===== src/hdl/itp_pkg.sv =====
`default_nettype none

package itp_pkg;

    localparam int CELL_W_DEF  = 64;
    localparam int CELL_H_DEF  = 32;
    localparam int TILES_X_DEF = 16;
    localparam int TILES_Y_DEF = 16;

    localparam int POS_W     = 12;
    localparam int COORD_W   = 4;
    localparam int CORNER_W  = 3;
    localparam int CFG_IDX_W = 4;
    localparam int POS_SPAN  = 1 << POS_W;

    // biased pixel offset: offset plus a whole number of cells, always positive
    localparam int DIV_W = POS_W + 2;

    typedef enum logic [CFG_IDX_W-1:0] {
        REG_ORIGIN_X = 4'd0,
        REG_ORIGIN_Y = 4'd1
    } cfg_reg_t;

    typedef enum logic {
        OP_CLICK = 1'b0,
        OP_READ  = 1'b1
    } op_t;

    typedef enum logic [CORNER_W-1:0] {
        CORNER_INSIDE = 3'd0,
        CORNER_LT     = 3'd1,
        CORNER_RT     = 3'd2,
        CORNER_LB     = 3'd3,
        CORNER_RB     = 3'd4
    } corner_t;

endpackage

`default_nettype wire


===== src/hdl/itp_channels.sv =====
`default_nettype none

interface itp_cfg_if
    import itp_pkg::*;
();
    logic                 valid;
    logic                 ready;
    logic [CFG_IDX_W-1:0] index;
    logic [POS_W-1:0]     data;

    modport source (output valid, output index, output data, input ready);
    modport sink   (input valid, input index, input data, output ready);
endinterface

interface itp_item_if
    import itp_pkg::*;
();
    logic               valid;
    logic               ready;
    logic               op;
    logic [POS_W-1:0]   pos_x;
    logic [POS_W-1:0]   pos_y;
    logic [COORD_W-1:0] query_x;
    logic [COORD_W-1:0] query_y;

    modport source (output valid, output op, output pos_x, output pos_y,
                    output query_x, output query_y, input ready);
    modport sink   (input valid, input op, input pos_x, input pos_y,
                    input query_x, input query_y, output ready);
endinterface

interface itp_result_if
    import itp_pkg::*;
();
    logic                valid;
    logic                ready;
    logic                hit;
    logic [COORD_W-1:0]  base_x;
    logic [COORD_W-1:0]  base_y;
    logic [CORNER_W-1:0] corner;
    logic [COORD_W-1:0]  target_x;
    logic [COORD_W-1:0]  target_y;
    logic                marked;

    modport source (output valid, output hit, output base_x, output base_y, output corner,
                    output target_x, output target_y, output marked, input ready);
    modport sink   (input valid, input hit, input base_x, input base_y, input corner,
                    input target_x, input target_y, input marked, output ready);
endinterface

`default_nettype wire


===== src/hdl/isometric_tile_picker_core.sv =====
// sequence: a click steps through DIV, REM, EDGE, WRITE and DONE, a read through RADDR,
//   RDATA and DONE; DONE waits for a free output register before loading the result into it
// throughput: one item at a time; no new item is taken until the result leaves DONE
// reset: async, active low; origins go to 0, then a clearing pass over all TILES_X*TILES_Y
//   mark memory entries zeroes them while no item is taken (config writes still taken)
`default_nettype none

module isometric_tile_picker_core
    import itp_pkg::*;
#(
    parameter int CELL_W  = CELL_W_DEF,
    parameter int CELL_H  = CELL_H_DEF,
    parameter int TILES_X = TILES_X_DEF,
    parameter int TILES_Y = TILES_Y_DEF
)(
    input wire            clk,
    input wire            rst_n,
    itp_cfg_if.sink       cfg,
    itp_item_if.sink      items,
    itp_result_if.source  results
);

    localparam int NUM_TILES = TILES_X * TILES_Y;
    localparam int AW        = $clog2(NUM_TILES);
    localparam int LG_W      = $clog2(CELL_W);
    localparam int LG_H      = $clog2(CELL_H);
    localparam int SH_X      = DIV_W + LG_W;
    localparam int SH_Y      = DIV_W + LG_H;
    localparam int MW        = DIV_W + 2;
    localparam int PW        = DIV_W + MW;
    localparam int TW        = DIV_W + 2;
    localparam int LW        = 20;
    localparam int KX        = (POS_SPAN + CELL_W - 1) / CELL_W;
    localparam int KY        = (POS_SPAN + CELL_H - 1) / CELL_H;

    localparam logic [DIV_W-1:0] BIAS_X  = DIV_W'(KX * CELL_W);
    localparam logic [DIV_W-1:0] BIAS_Y  = DIV_W'(KY * CELL_H);
    localparam logic [MW-1:0]    RECIP_X = MW'(((longint'(1) << SH_X) + CELL_W - 1) / CELL_W);
    localparam logic [MW-1:0]    RECIP_Y = MW'(((longint'(1) << SH_Y) + CELL_H - 1) / CELL_H);

    localparam logic signed [LW-1:0] WH  = LW'(CELL_W * CELL_H);
    localparam logic signed [LW-1:0] HWH = LW'((CELL_W / 2) * CELL_H);
    localparam logic signed [LW-1:0] HHW = LW'((CELL_H / 2) * CELL_W);

    typedef enum logic [3:0] {
        ST_CLEAR,
        ST_IDLE,
        ST_DIV,
        ST_REM,
        ST_EDGE,
        ST_WRITE,
        ST_RADDR,
        ST_RDATA,
        ST_DONE
    } state_t;

    state_t state_reg;
    logic [AW-1:0] clr_reg;

    logic [POS_W-1:0] origin_x_reg;
    logic [POS_W-1:0] origin_y_reg;

    // datapath stage registers
    logic [DIV_W-1:0]       ux_reg, uy_reg;
    logic [DIV_W-1:0]       qx_reg, qy_reg;
    logic [LG_W-1:0]        ex_reg;
    logic [LG_H-1:0]        ey_reg;
    logic signed [TW-1:0]   bx_reg, by_reg;
    logic                   hit_reg;
    corner_t                corner_reg;
    logic signed [TW-1:0]   tx_reg, ty_reg;
    logic                   tgt_ok_reg;
    logic [AW-1:0]          rd_addr_reg;
    logic                   q_ok_reg;
    logic [COORD_W-1:0]     query_x_reg, query_y_reg;
    logic                   rd_data_reg;

    // finished result waiting for the output register
    logic               res_hit_reg;
    logic [COORD_W-1:0] res_base_x_reg, res_base_y_reg;
    corner_t            res_corner_reg;
    logic [COORD_W-1:0] res_tx_reg, res_ty_reg;
    logic               res_marked_reg;

    // output register
    logic               out_valid_reg;
    logic               out_hit_reg;
    logic [COORD_W-1:0] out_base_x_reg, out_base_y_reg;
    corner_t            out_corner_reg;
    logic [COORD_W-1:0] out_tx_reg, out_ty_reg;
    logic               out_marked_reg;

    logic mark_mem [NUM_TILES];

    logic               accept;
    logic               q_ok_next;
    logic [AW-1:0]      rd_addr_next;
    logic [DIV_W-1:0]   ux_next, uy_next;
    logic [PW-1:0]      prod_x, prod_y;
    logic [DIV_W-1:0]   rem_x, rem_y;
    logic signed [TW-1:0] cx, cy, bx_next, by_next;
    logic               hit_next;
    logic signed [LW-1:0] ex_h, ey_w;
    logic               left, top;
    logic               in_diamond;
    corner_t            corner_next;
    logic signed [TW-1:0] tx_next, ty_next;
    logic               tgt_ok_next;
    logic [AW-1:0]      wr_addr;
    logic               mem_we, mem_wdata, mem_re;
    logic [AW-1:0]      mem_waddr;
    logic               out_free;

    assign cfg.ready   = 1'b1;
    assign items.ready = (state_reg == ST_IDLE);
    assign accept      = items.valid && items.ready;
    assign out_free    = !out_valid_reg || results.ready;

    always_ff @(posedge clk or negedge rst_n)
    begin
        if (!rst_n)
        begin
            origin_x_reg <= '0;
            origin_y_reg <= '0;
        end
        else if (cfg.valid)
        begin
            if (cfg.index == REG_ORIGIN_X)
                origin_x_reg <= cfg.data;
            else if (cfg.index == REG_ORIGIN_Y)
                origin_y_reg <= cfg.data;
        end
    end

    // accept: bias the offset so the floor division works on positive values
    assign ux_next = DIV_W'(items.pos_x) + BIAS_X - DIV_W'(origin_x_reg);
    assign uy_next = DIV_W'(items.pos_y) + BIAS_Y - DIV_W'(origin_y_reg);
    assign q_ok_next = (int'(items.query_x) < TILES_X) && (int'(items.query_y) < TILES_Y);
    assign rd_addr_next = AW'(items.query_x) * AW'(TILES_Y) + AW'(items.query_y);

    // divide by cell size through reciprocal multiply
    assign prod_x = PW'(ux_reg) * PW'(RECIP_X);
    assign prod_y = PW'(uy_reg) * PW'(RECIP_Y);

    // remainder and coarse iso cell
    assign rem_x   = ux_reg - DIV_W'(qx_reg * DIV_W'(CELL_W));
    assign rem_y   = uy_reg - DIV_W'(qy_reg * DIV_W'(CELL_H));
    assign cx      = signed'(TW'(qx_reg)) - signed'(TW'(KX));
    assign cy      = signed'(TW'(qy_reg)) - signed'(TW'(KY));
    assign bx_next = cy + cx;
    assign by_next = cy - cx;
    assign hit_next = !bx_next[TW-1] && (bx_next < signed'(TW'(TILES_X)))
                   && !by_next[TW-1] && (by_next < signed'(TW'(TILES_Y)));

    // quadrant and diamond edge test, scaled to integers
    assign ex_h = signed'(LW'(ex_reg) * LW'(CELL_H));
    assign ey_w = signed'(LW'(ey_reg) * LW'(CELL_W));
    assign left = {ex_reg, 1'b0} < (LG_W + 1)'(CELL_W);
    assign top  = {ey_reg, 1'b0} < (LG_H + 1)'(CELL_H);

    always_comb
    begin
        in_diamond  = 1'b1;
        corner_next = CORNER_INSIDE;
        tx_next     = bx_reg;
        ty_next     = by_reg;
        unique case ({left, top})
            2'b11:
            begin
                in_diamond = (WH - (ey_w <<< 1)) <= (ex_h <<< 1);
                if (!in_diamond)
                begin
                    corner_next = CORNER_LT;
                    tx_next     = bx_reg - signed'(TW'(1));
                end
            end
            2'b01:
            begin
                in_diamond = ey_w >= (ex_h - HWH);
                if (!in_diamond)
                begin
                    corner_next = CORNER_RT;
                    ty_next     = by_reg - signed'(TW'(1));
                end
            end
            2'b10:
            begin
                in_diamond = (ey_w - HHW) <= ex_h;
                if (!in_diamond)
                begin
                    corner_next = CORNER_LB;
                    ty_next     = by_reg + signed'(TW'(1));
                end
            end
            default:
            begin
                in_diamond = (WH - ((ey_w - HHW) <<< 1)) >= ((ex_h - HWH) <<< 1);
                if (!in_diamond)
                begin
                    corner_next = CORNER_RB;
                    tx_next     = bx_reg + signed'(TW'(1));
                end
            end
        endcase
    end

    assign tgt_ok_next = !tx_next[TW-1] && (tx_next < signed'(TW'(TILES_X)))
                      && !ty_next[TW-1] && (ty_next < signed'(TW'(TILES_Y)));

    assign wr_addr = AW'(tx_reg) * AW'(TILES_Y) + AW'(ty_reg);

    // memory port control
    assign mem_we    = (state_reg == ST_CLEAR)
                    || ((state_reg == ST_WRITE) && hit_reg && tgt_ok_reg);
    assign mem_waddr = (state_reg == ST_CLEAR) ? clr_reg : wr_addr;
    assign mem_wdata = (state_reg != ST_CLEAR);
    assign mem_re    = (state_reg == ST_RADDR);

    always_ff @(posedge clk)
    begin
        if (mem_we)
            mark_mem[mem_waddr] <= mem_wdata;
        if (mem_re)
            rd_data_reg <= mark_mem[rd_addr_reg];
    end

    always_ff @(posedge clk)
    begin
        unique case (state_reg)
            ST_IDLE:
            begin
                if (accept)
                begin
                    ux_reg      <= ux_next;
                    uy_reg      <= uy_next;
                    query_x_reg <= items.query_x;
                    query_y_reg <= items.query_y;
                    q_ok_reg    <= q_ok_next;
                    rd_addr_reg <= rd_addr_next;
                end
            end
            ST_DIV:
            begin
                qx_reg <= DIV_W'(prod_x >> SH_X);
                qy_reg <= DIV_W'(prod_y >> SH_Y);
            end
            ST_REM:
            begin
                ex_reg  <= LG_W'(rem_x);
                ey_reg  <= LG_H'(rem_y);
                bx_reg  <= bx_next;
                by_reg  <= by_next;
                hit_reg <= hit_next;
            end
            ST_EDGE:
            begin
                corner_reg <= corner_next;
                tx_reg     <= tx_next;
                ty_reg     <= ty_next;
                tgt_ok_reg <= tgt_ok_next;
            end
            ST_WRITE:
            begin
                // a miss outside the grid reports all zero
                res_hit_reg    <= hit_reg;
                res_base_x_reg <= hit_reg ? COORD_W'(bx_reg) : '0;
                res_base_y_reg <= hit_reg ? COORD_W'(by_reg) : '0;
                res_corner_reg <= hit_reg ? corner_reg : CORNER_INSIDE;
                res_tx_reg     <= hit_reg ? COORD_W'(tx_reg) : '0;
                res_ty_reg     <= hit_reg ? COORD_W'(ty_reg) : '0;
                res_marked_reg <= hit_reg && tgt_ok_reg;
            end
            ST_RDATA:
            begin
                res_hit_reg    <= 1'b1;
                res_base_x_reg <= '0;
                res_base_y_reg <= '0;
                res_corner_reg <= CORNER_INSIDE;
                res_tx_reg     <= query_x_reg;
                res_ty_reg     <= query_y_reg;
                res_marked_reg <= q_ok_reg && rd_data_reg;
            end
            default:
            begin
            end
        endcase
    end

    always_ff @(posedge clk or negedge rst_n)
    begin
        if (!rst_n)
        begin
            state_reg      <= ST_CLEAR;
            clr_reg        <= '0;
            out_valid_reg  <= 1'b0;
            out_hit_reg    <= 1'b0;
            out_base_x_reg <= '0;
            out_base_y_reg <= '0;
            out_corner_reg <= CORNER_INSIDE;
            out_tx_reg     <= '0;
            out_ty_reg     <= '0;
            out_marked_reg <= 1'b0;
        end
        else
        begin
            if (results.ready && !((state_reg == ST_DONE) && out_free))
                out_valid_reg <= 1'b0;

            unique case (state_reg)
                ST_CLEAR:
                begin
                    clr_reg <= clr_reg + AW'(1);
                    if (clr_reg == AW'(NUM_TILES - 1))
                        state_reg <= ST_IDLE;
                end
                ST_IDLE:
                begin
                    if (accept)
                        state_reg <= (items.op == OP_READ) ? ST_RADDR : ST_DIV;
                end
                ST_DIV:   state_reg <= ST_REM;
                ST_REM:   state_reg <= ST_EDGE;
                ST_EDGE:  state_reg <= ST_WRITE;
                ST_WRITE: state_reg <= ST_DONE;
                ST_RADDR: state_reg <= ST_RDATA;
                ST_RDATA: state_reg <= ST_DONE;
                ST_DONE:
                begin
                    if (out_free)
                    begin
                        out_valid_reg  <= 1'b1;
                        out_hit_reg    <= res_hit_reg;
                        out_base_x_reg <= res_base_x_reg;
                        out_base_y_reg <= res_base_y_reg;
                        out_corner_reg <= res_corner_reg;
                        out_tx_reg     <= res_tx_reg;
                        out_ty_reg     <= res_ty_reg;
                        out_marked_reg <= res_marked_reg;
                        state_reg      <= ST_IDLE;
                    end
                end
                default: state_reg <= ST_IDLE;
            endcase
        end
    end

    assign results.valid    = out_valid_reg;
    assign results.hit      = out_hit_reg;
    assign results.base_x   = out_base_x_reg;
    assign results.base_y   = out_base_y_reg;
    assign results.corner   = out_corner_reg;
    assign results.target_x = out_tx_reg;
    assign results.target_y = out_ty_reg;
    assign results.marked   = out_marked_reg;

endmodule

`default_nettype wire


===== src/flat_wrapper.sv =====
// flat-port wrapper written by rule: the top's interface ports become plain ports
module isometric_tile_picker_core_flat import itp_pkg::*;
#(
    parameter int CELL_W  = CELL_W_DEF,
    parameter int CELL_H  = CELL_H_DEF,
    parameter int TILES_X = TILES_X_DEF,
    parameter int TILES_Y = TILES_Y_DEF
)
  (clk, rst_n, cfg_valid, cfg_index, cfg_data, cfg_ready, items_valid, items_op, items_pos_x, items_pos_y, items_query_x, items_query_y, items_ready, results_valid, results_hit, results_base_x, results_base_y, results_corner, results_target_x, results_target_y, results_marked, results_ready);
  itp_cfg_if cfg_i ();
  itp_item_if items_i ();
  itp_result_if results_i ();
  input wire clk;
  input wire rst_n;
  input wire logic [$bits(cfg_i.valid)-1:0] cfg_valid;
  input wire logic [$bits(cfg_i.index)-1:0] cfg_index;
  input wire logic [$bits(cfg_i.data)-1:0] cfg_data;
  output wire logic [$bits(cfg_i.ready)-1:0] cfg_ready;
  input wire logic [$bits(items_i.valid)-1:0] items_valid;
  input wire logic [$bits(items_i.op)-1:0] items_op;
  input wire logic [$bits(items_i.pos_x)-1:0] items_pos_x;
  input wire logic [$bits(items_i.pos_y)-1:0] items_pos_y;
  input wire logic [$bits(items_i.query_x)-1:0] items_query_x;
  input wire logic [$bits(items_i.query_y)-1:0] items_query_y;
  output wire logic [$bits(items_i.ready)-1:0] items_ready;
  output wire logic [$bits(results_i.valid)-1:0] results_valid;
  output wire logic [$bits(results_i.hit)-1:0] results_hit;
  output wire logic [$bits(results_i.base_x)-1:0] results_base_x;
  output wire logic [$bits(results_i.base_y)-1:0] results_base_y;
  output wire logic [$bits(results_i.corner)-1:0] results_corner;
  output wire logic [$bits(results_i.target_x)-1:0] results_target_x;
  output wire logic [$bits(results_i.target_y)-1:0] results_target_y;
  output wire logic [$bits(results_i.marked)-1:0] results_marked;
  input wire logic [$bits(results_i.ready)-1:0] results_ready;
  assign cfg_i.valid = cfg_valid;
  assign cfg_i.index = cfg_index;
  assign cfg_i.data = cfg_data;
  assign cfg_ready = cfg_i.ready;
  assign items_i.valid = items_valid;
  assign items_i.op = items_op;
  assign items_i.pos_x = items_pos_x;
  assign items_i.pos_y = items_pos_y;
  assign items_i.query_x = items_query_x;
  assign items_i.query_y = items_query_y;
  assign items_ready = items_i.ready;
  assign results_valid = results_i.valid;
  assign results_hit = results_i.hit;
  assign results_base_x = results_i.base_x;
  assign results_base_y = results_i.base_y;
  assign results_corner = results_i.corner;
  assign results_target_x = results_i.target_x;
  assign results_target_y = results_i.target_y;
  assign results_marked = results_i.marked;
  assign results_i.ready = results_ready;
  isometric_tile_picker_core #(.CELL_W(CELL_W), .CELL_H(CELL_H), .TILES_X(TILES_X), .TILES_Y(TILES_Y)) u_core (.clk(clk), .rst_n(rst_n), .cfg(cfg_i), .items(items_i), .results(results_i));
endmodule

===== config.mk =====
export PLATFORM = sky130hd
export DESIGN_NAME = isometric_tile_picker_core_flat
export DESIGN_NICKNAME = d
export VERILOG_FILES = /design/src/hdl/itp_pkg.sv /design/src/hdl/itp_channels.sv /design/src/hdl/isometric_tile_picker_core.sv /design/src/flat_wrapper.sv
export SDC_FILE = /design/constraint.sdc
export NUM_CORES = 1
export LEC_CHECK = 0
export CORE_MARGIN = 2
export CORE_UTILIZATION = 55
export DETAILED_ROUTE_END_ITERATION = 12
export DONT_BUFFER_PORTS = 1
export HOLD_SLACK_MARGIN = 0.1
export PLACE_DENSITY = 0.8
export SKIP_CTS_REPAIR_TIMING = 1
export SLEW_MARGIN = 20
export SYNTH_ARGS = -nofsm -noshare
export SYNTH_HDL_FRONTEND = slang
export SYNTH_SLANG_ARGS = --single-unit
export TNS_END_PERCENT = 20

===== constraint.sdc =====
create_clock -name clk -period 8.9 [get_ports clk]
set_input_delay 1.78 -clock clk [delete_from_list [all_inputs] [get_ports clk]]
set_output_delay 1.78 -clock clk [all_outputs]
set_load 0.02 [all_outputs]

==> out/metrics.yaml, run 1 <==
status: "finished, final reports clean"
setup_violations: 0
drc_errors: 0
wl_um: 46600
avgSynthCellArea_um2: 12.8
mostFrequentLayoutCells: "edfxtp_1 (385), nor2_1 (333), nand2_1 (121)"
vias: 13306
cp-end-kind: "flip-flop"
power_density_nw_per_um2: 284
place_ws_ns: 4.71
hp-start: "u_core.uy_reg[1]$_DFFE_PP_"
cts_tree: "done"
fillers: 2892
hold_viol: 0
grt_pass1_vias: 13164
antenna_found_initial: 2
reg2reg_slack_ns: 4.67
maxCapViolCount: 0
cts.clk_slew.worst_paths_ns: 0.06
numCtsBuffers: 46
rr_worst_depth: 15
max_stage_delay_ns: 0.70
synth-seq-cells: 442
worst_slack_ns: 4.67
cts_buffer_depth: 3
initial_utilization: 0.555
areaGrowthSynthToFinish_pct: 8.80
coreArea_um2: 38600
worstReg2RegStart: "u_core.ey_reg[0]$_DFFE_PP_"
whs_endpoint: "u_core.ey_reg[1]$_DFFE_PP_"
startpoint_type: "flip-flop"
grt-ovfl-total: 0
die_y_um: 201
io_pins: 78
worstPathRequired_ns: 9.26
synthFlopType: "edfxtp_1"
synth_edf_count: 385
dr.pass1.iters: 5
slew_headroom: 0.263
yosysSeqAreaShare: 0.607
htreeDepth: 2
rows: 72
die_x_um: 201
path_max_fanout: 6
nNetsFinal: 1761
drive_gt1_frac: 0.129
dp_hpwl_um: 29100
slew_viol_final: 0
syn_inst: 1669
finalCritPeriodShare: 0.475
synth_cell_types: 71
rr_endpoint: "u_core.tgt_ok_reg$_DFFE_PP_"
cts_sinks: 442
hold_depth: 0
worstSetupPathType: "reg2reg"
root_buffer: "clkbuf_16"
min_period_ns: 4.23
finalClockSkew_ns: 0.0281
final_util: 0.603
seq_area_um2: 13000
path_cells: "inv_1 -> ha_1 -> nor3b_1 -> xnor2_1 -> inv_1 -> ha_1 -> nand2_1 -> o2111ai_4 -> nor4b_2 -> nand3_1 -> nor2_1 -> o2111ai_1 -> a211o_1 -> or4_1 -> nor4_1"
syn_nets: 1793
die-area_um2: 40500
fmax_mhz: 236
grt_first_pass_wirelength_um: 72900
multi_input_area_um2: 7730
diodes: 0
rsz0062_at_grt: "no"
port_buffers: 0
grt_max_degree: 153
grt_usage: 0.234
antenna_left: 0
cp.arrival_ns: 4.59
vdd_drop_max_uv: 257
via_per_inst: 6.08
gp_congestion: 0.873
cpMaxStageDelayCell: "nor4b_2"
dr.first_iter.drc_count: 1384
postSynth.asyncResetShare: 0.129
final_common_cell: "edfxtp_1"
synth_area_um2: 21400
p_leak_nw: 7.87
largest_reg_flops: 256
fin_setup_tns_ns: 0
wl_per_cell_um: 21.3
tightest_slew_ns: 1.11
clkLatencyLatePin_ns: 0.58
holdCritPathClass: "reg2reg"
yosys_warnings: 0
worst max path at each step:
| stage | end | depth (start not counted) | slack, ns | from |
|---|---|---|---|---|
| 6_report | u_core.tgt_ok_reg$_DFFE_PP_ | 15 | 4.67 | u_core.ey_reg[0]$_DFFE_PP_ |
| 5_1_grt | u_core.tgt_ok_reg$_DFFE_PP_ | 15 | 4.41 | u_core.ey_reg[0]$_DFFE_PP_ |
| 4_1_cts | u_core.tgt_ok_reg$_DFFE_PP_ | 15 | 4.67 | u_core.ey_reg[0]$_DFFE_PP_ |
| 3_5_place_dp | u_core.uy_reg[10]$_DFFE_PP_ | 12 | 4.71 | items_pos_y[0] |
| 3_3_place_gp | u_core.uy_reg[10]$_DFFE_PP_ | 12 | 4.74 | items_pos_y[0] |
| 2_1_floorplan | u_core.mark_mem[180]$_DFFE_PP_ | 8 | 2.37 | u_core.state_reg[3]$_DFFE_PN0P_ |
layout make-up:
type,instances,area share
tap,518,0.0279
multi-input combinational,1049,0.332
clock inverter,24,0.0117
sequential,442,0.558
inverter,86,0.0141
clock buffer,57,0.0522
timing repair buffer,12,0.00387
synth_stat cells, types with 14 or more instances:
cell	count	area share
mux2_2	33	0.017
o31ai_1	18	0.0063
xor2_1	14	0.0057
dfrtp_1	57	0.067
nand2b_1	16	0.0047
inv_1	86	0.015
ha_1	63	0.037
a21oi_1	36	0.0084
edfxtp_1	385	0.54
mux4_2	85	0.090
xnor2_1	34	0.014
nand3_1	23	0.0054
nand2_1	121	0.021
clkbuf_1	79	0.014
nor3_1	26	0.0061
o21ai_0	54	0.013
and3_1	22	0.0064
nor2_1	334	0.059
cells by family after synthesis:
logic type	Yosys count	share of synthesized area
other	1	0.000175
multiplexers	125	0.110
flip-flops	442	0.607
buffers and inverters	178	0.0328
XOR/XNOR	48	0.0197
AND/OR/NAND/NOR	618	0.128
adder cells (fa/ha/maj)	70	0.0434
AO/OA/AOI/OAI	187	0.0587
per-layer routing:
metal  wire length, um  GRT usage  vias to the layer above
li1                  -          -                     6017
met1             18100      0.306                     6548
met2             22400      0.382                      617
met3              4510     0.0586                      120
met4              1530     0.0869                        4
met5                27          0                        -
metrics by stage:
step	power [mW]	hold slack [ns]	cell area, um^2	std cells
after floorplan	4.30	0.400	21400	1669
after global placement	4.64	0.401	21800	2107
after detailed placement	4.71	0.405	21800	2107
after CTS	6.62	0.417	23300	2188
after global routing	6.90	0.423	23300	2188
final	6.61	0.416	23300	2188
critical path, delay by kind of cell (launching register included):
family / cells / cell delay [ns]
and+or+nand+nor: 7 / 2.13
DFF: 1 / 0.44
buffers and inverters: 2 / 0.15
adders and majority gates: 2 / 0.47
AOI/OAI and AO/OA: 3 / 0.64
xor gates and xnor gates: 1 / 0.18
power breakdown:
part           total, mW  switching (mW)  internal (mW)
Combinational       1.66            1.12          0.544
Clock               1.90           0.786           1.12
Sequential          3.04           0.247           2.79
Total               6.61            2.15           4.45
No activity file was read; power rests on OpenSTA's default activity.
==> run 2, diff against run 1 <==
Settings changed: PLACE_DENSITY 0.8 to 0.83.
Clock period 8.9 ns to 3.8 ns, I/O delays scaled along.
==> out/metrics.yaml, run 2 (synthesis gave the netlist of run 1 again) <==
status: "finished, final reports clean"  # unchanged
startpoint_type: "flip-flop"  # unchanged
vdd_drop_max_uv: 518  # was 257 uV
power_density_nw_per_um2: 657  # was 284 nW/um^2
clkPwrFrac: 0.282  # was 0.288
rows: 72  # unchanged
largest_reg_flops: 256  # unchanged
dp_hpwl_um: 29900  # was 29100 um
coreArea_um2: 38600  # unchanged
grt_usage: 0.239  # was 0.234
die_x_um: 201  # unchanged
root_buffer: "clkbuf_16"  # unchanged
grt_max_degree: 141  # was 153
rr_worst_depth: 16  # was 15
vias: 13425  # was 13306
power.switching_mw: 5.08  # was 2.15 mW
wl_um: 47600  # was 46600 um
worstPathRequired_ns: 4.19  # was 9.26 ns
p_leak_nw: 8.08  # was 7.87 nW
tightest_slew_ns: 1.00  # was 1.11 ns
cts_tree: "done"  # unchanged
drt-met1-wl_um: 18600  # was 18100 um
grt_first_pass_wirelength_um: 74700  # was 72900 um
maxCapViolCount: 0  # unchanged
final_util: 0.613  # was 0.603
cts.clk_slew.worst_paths_ns: 0.06  # about the same
worstReg2RegStart: "u_core.ey_reg[1]$_DFFE_PP_"  # was u_core.ey_reg[0]$_DFFE_PP_
cp-end-kind: "flip-flop"  # unchanged
port_buffers: 0  # unchanged
topRoutingLayerUsed: "met5"  # unchanged
wl_per_cell_um: 21.4  # was 21.3 um
rr_endpoint: "u_core.tgt_ok_reg$_DFFE_PP_"  # unchanged
dpl-instance-area_um2: 22100  # was 21800 um^2
dr.pass1.iters: 7  # was 5
p_seq_frac: 0.457  # was 0.460
swShare: 0.327  # was 0.326
die_y_um: 201  # unchanged
min_period_ns: 3.52  # was 4.23 ns
io_pins: 78  # unchanged
grt_pass1_vias: 13490  # was 13164
cpMaxStageDelayCell: "or4_1"  # was nor4b_2
postLayoutCellArea_um2: 23600  # was 23300 um^2
dr_wl_met3_um: 4200  # was 4510 um
htreeDepth: 2  # unchanged
via_per_inst: 6.03  # was 6.08
initial_utilization: 0.555  # unchanged
cts_buffer_depth: 3  # unchanged
critPathBufInv: 3  # was 2
grt-ovfl-total: 0  # unchanged
gp_congestion: 0.865  # was 0.873
diodes: 0  # unchanged
mostFrequentLayoutCells: "edfxtp_1 (385), nor2_1 (332), nand2_1 (121)"  # was edfxtp_1 (385), nor2_1 (333), nand2_1 (121)
fmax_mhz: 284  # was 236 MHz
power_mw: 15.5  # was 6.61 mW
die-area_um2: 40500  # unchanged
worst_slack_ns: 0.285  # was 4.67 ns
whs_endpoint: "u_core.query_x_reg[2]$_DFFE_PP_"  # was u_core.ey_reg[1]$_DFFE_PP_
hold_depth: 0  # unchanged
place_ws_ns: -0.0216  # was 4.71 ns
antenna_found_initial: 2  # unchanged
finalCritPeriodShare: 0.925  # was 0.475
slew_headroom: 0.331  # was 0.263
drc_errors: 0  # unchanged
antenna_left: 0  # unchanged
reg2reg_slack_ns: 0.28  # was 4.67 ns
power.internal_mw: 10.4  # was 4.45 mW
slew_viol_final: 0  # unchanged
hp-start: "items_query_x[2]"  # was u_core.uy_reg[1]$_DFFE_PP_
clkLatencyLatePin_ns: 0.59  # was 0.58 ns
cpLargestDelayFamily: "simple AND/OR/NAND/NOR gates"  # unchanged
nNetsFinal: 1797  # was 1761
max_stage_delay_ns: 0.41  # was 0.70 ns
cts_sinks: 442  # unchanged
cp.arrival_ns: 3.91  # was 4.59 ns
finalClockSkew_ns: 0.0248  # was 0.0281 ns
hold_viol: 0  # unchanged
holdCritPathClass: "in2reg"  # was reg2reg
path_cells: "inv_1 -> ha_2 -> nor3b_4 -> xnor2_2 -> inv_1 -> ha_1 -> nand4_1 -> a21oi_4 -> nor4_4 -> buf_4 -> a211o_1 -> nand3_1 -> o2111ai_1 -> a211o_1 -> or4_1 -> nor4_2"  # was inv_1 -> ha_1 -> nor3b_1 -> xnor2_1 -> inv_1 -> ha_1 -> nand2_1 -> o2111ai_4 -> nor4b_2 -> nand3_1 -> nor2_1 -> o2111ai_1 -> a211o_1 -> or4_1 -> nor4_1
numCtsBuffers: 46  # unchanged
path_max_fanout: 6  # unchanged
wl_met2_um: 23100  # was 22400 um
power_frac_comb: 0.261  # was 0.252
cp-startpoint: "u_core.ey_reg[1]$_DFFE_PP_"  # was u_core.ey_reg[0]$_DFFE_PP_
dr.first_iter.drc_count: 1258  # was 1384
worstSetupPathType: "reg2reg"  # unchanged
areaGrowthSynthToFinish_pct: 10.5  # was 8.80%
final_common_cell: "edfxtp_1"  # unchanged
setup_violations: 0  # unchanged
drive_gt1_frac: 0.154  # was 0.129
[run 2: changes by cell type in the layout (fill, tap and decap cells not counted), moves of 4 or more]
cell      before  now
clkbuf_8       0    4
clkinv_2       4   11
clkinv_4       4    0
buf_4         12   42
clkinv_1       7    2
[run 2: cell type report]
type / count / area (um^2)
Clock buffer: 63 / 1250
Tap cell: 518 / 648
Inverter: 86 / 328
Timing Repair Buffer: 48 / 424
Multi-Input combinational cell: 1049 / 7770
Clock inverter: 22 / 208
Sequential cell: 442 / 13000
Fill cell: 2894 / 14900
[run 2: stage by stage]
| stage | hold slack [ns] | std cells | TNS [ns] |
|---|---|---|---|
| final | 0.270 | 2228 | 0 |
| after global routing | 0.249 | 2228 | -0.0410 |
| after CTS | -0.157 | 2223 | -0.0358 |
| after detailed placement | 0.405 | 2138 | -0.0216 |
| after global placement | 0.401 | 2138 | 0 |
| after floorplan | 0.400 | 1669 | 0 |
[run 2: routing by layer]
metal,vias to the layer above,global-route usage
li1,6087,-
met1,6590,0.316
met2,618,0.390
met3,126,0.0547
met4,4,0.0885
met5,-,0
[run 2: how the worst max path moves through the flow]
| stage | to | cells after the start |
|---|---|---|
| after floorplan | u_core.tgt_ok_reg$_DFFE_PP_ | 15 |
| after global placement | u_core.tgt_ok_reg$_DFFE_PP_ | 15 |
| after CTS | u_core.tgt_ok_reg$_DFFE_PP_ | 15 |
| final | u_core.tgt_ok_reg$_DFFE_PP_ | 16 |
| after global routing | u_core.hit_reg$_DFFE_PP_ | 17 |
| after detailed placement | u_core.tgt_ok_reg$_DFFE_PP_ | 15 |
[run 2: power groups by stage]
stage	registers, mW	clock network (mW)	logic [mW]
after floorplan	6.99	0	2.94
after global placement	7.16	0	3.80
after detailed placement	7.18	0	3.95
after CTS	7.09	4.45	3.97
after global routing	7.15	4.62	4.46
final	7.09	4.38	4.06
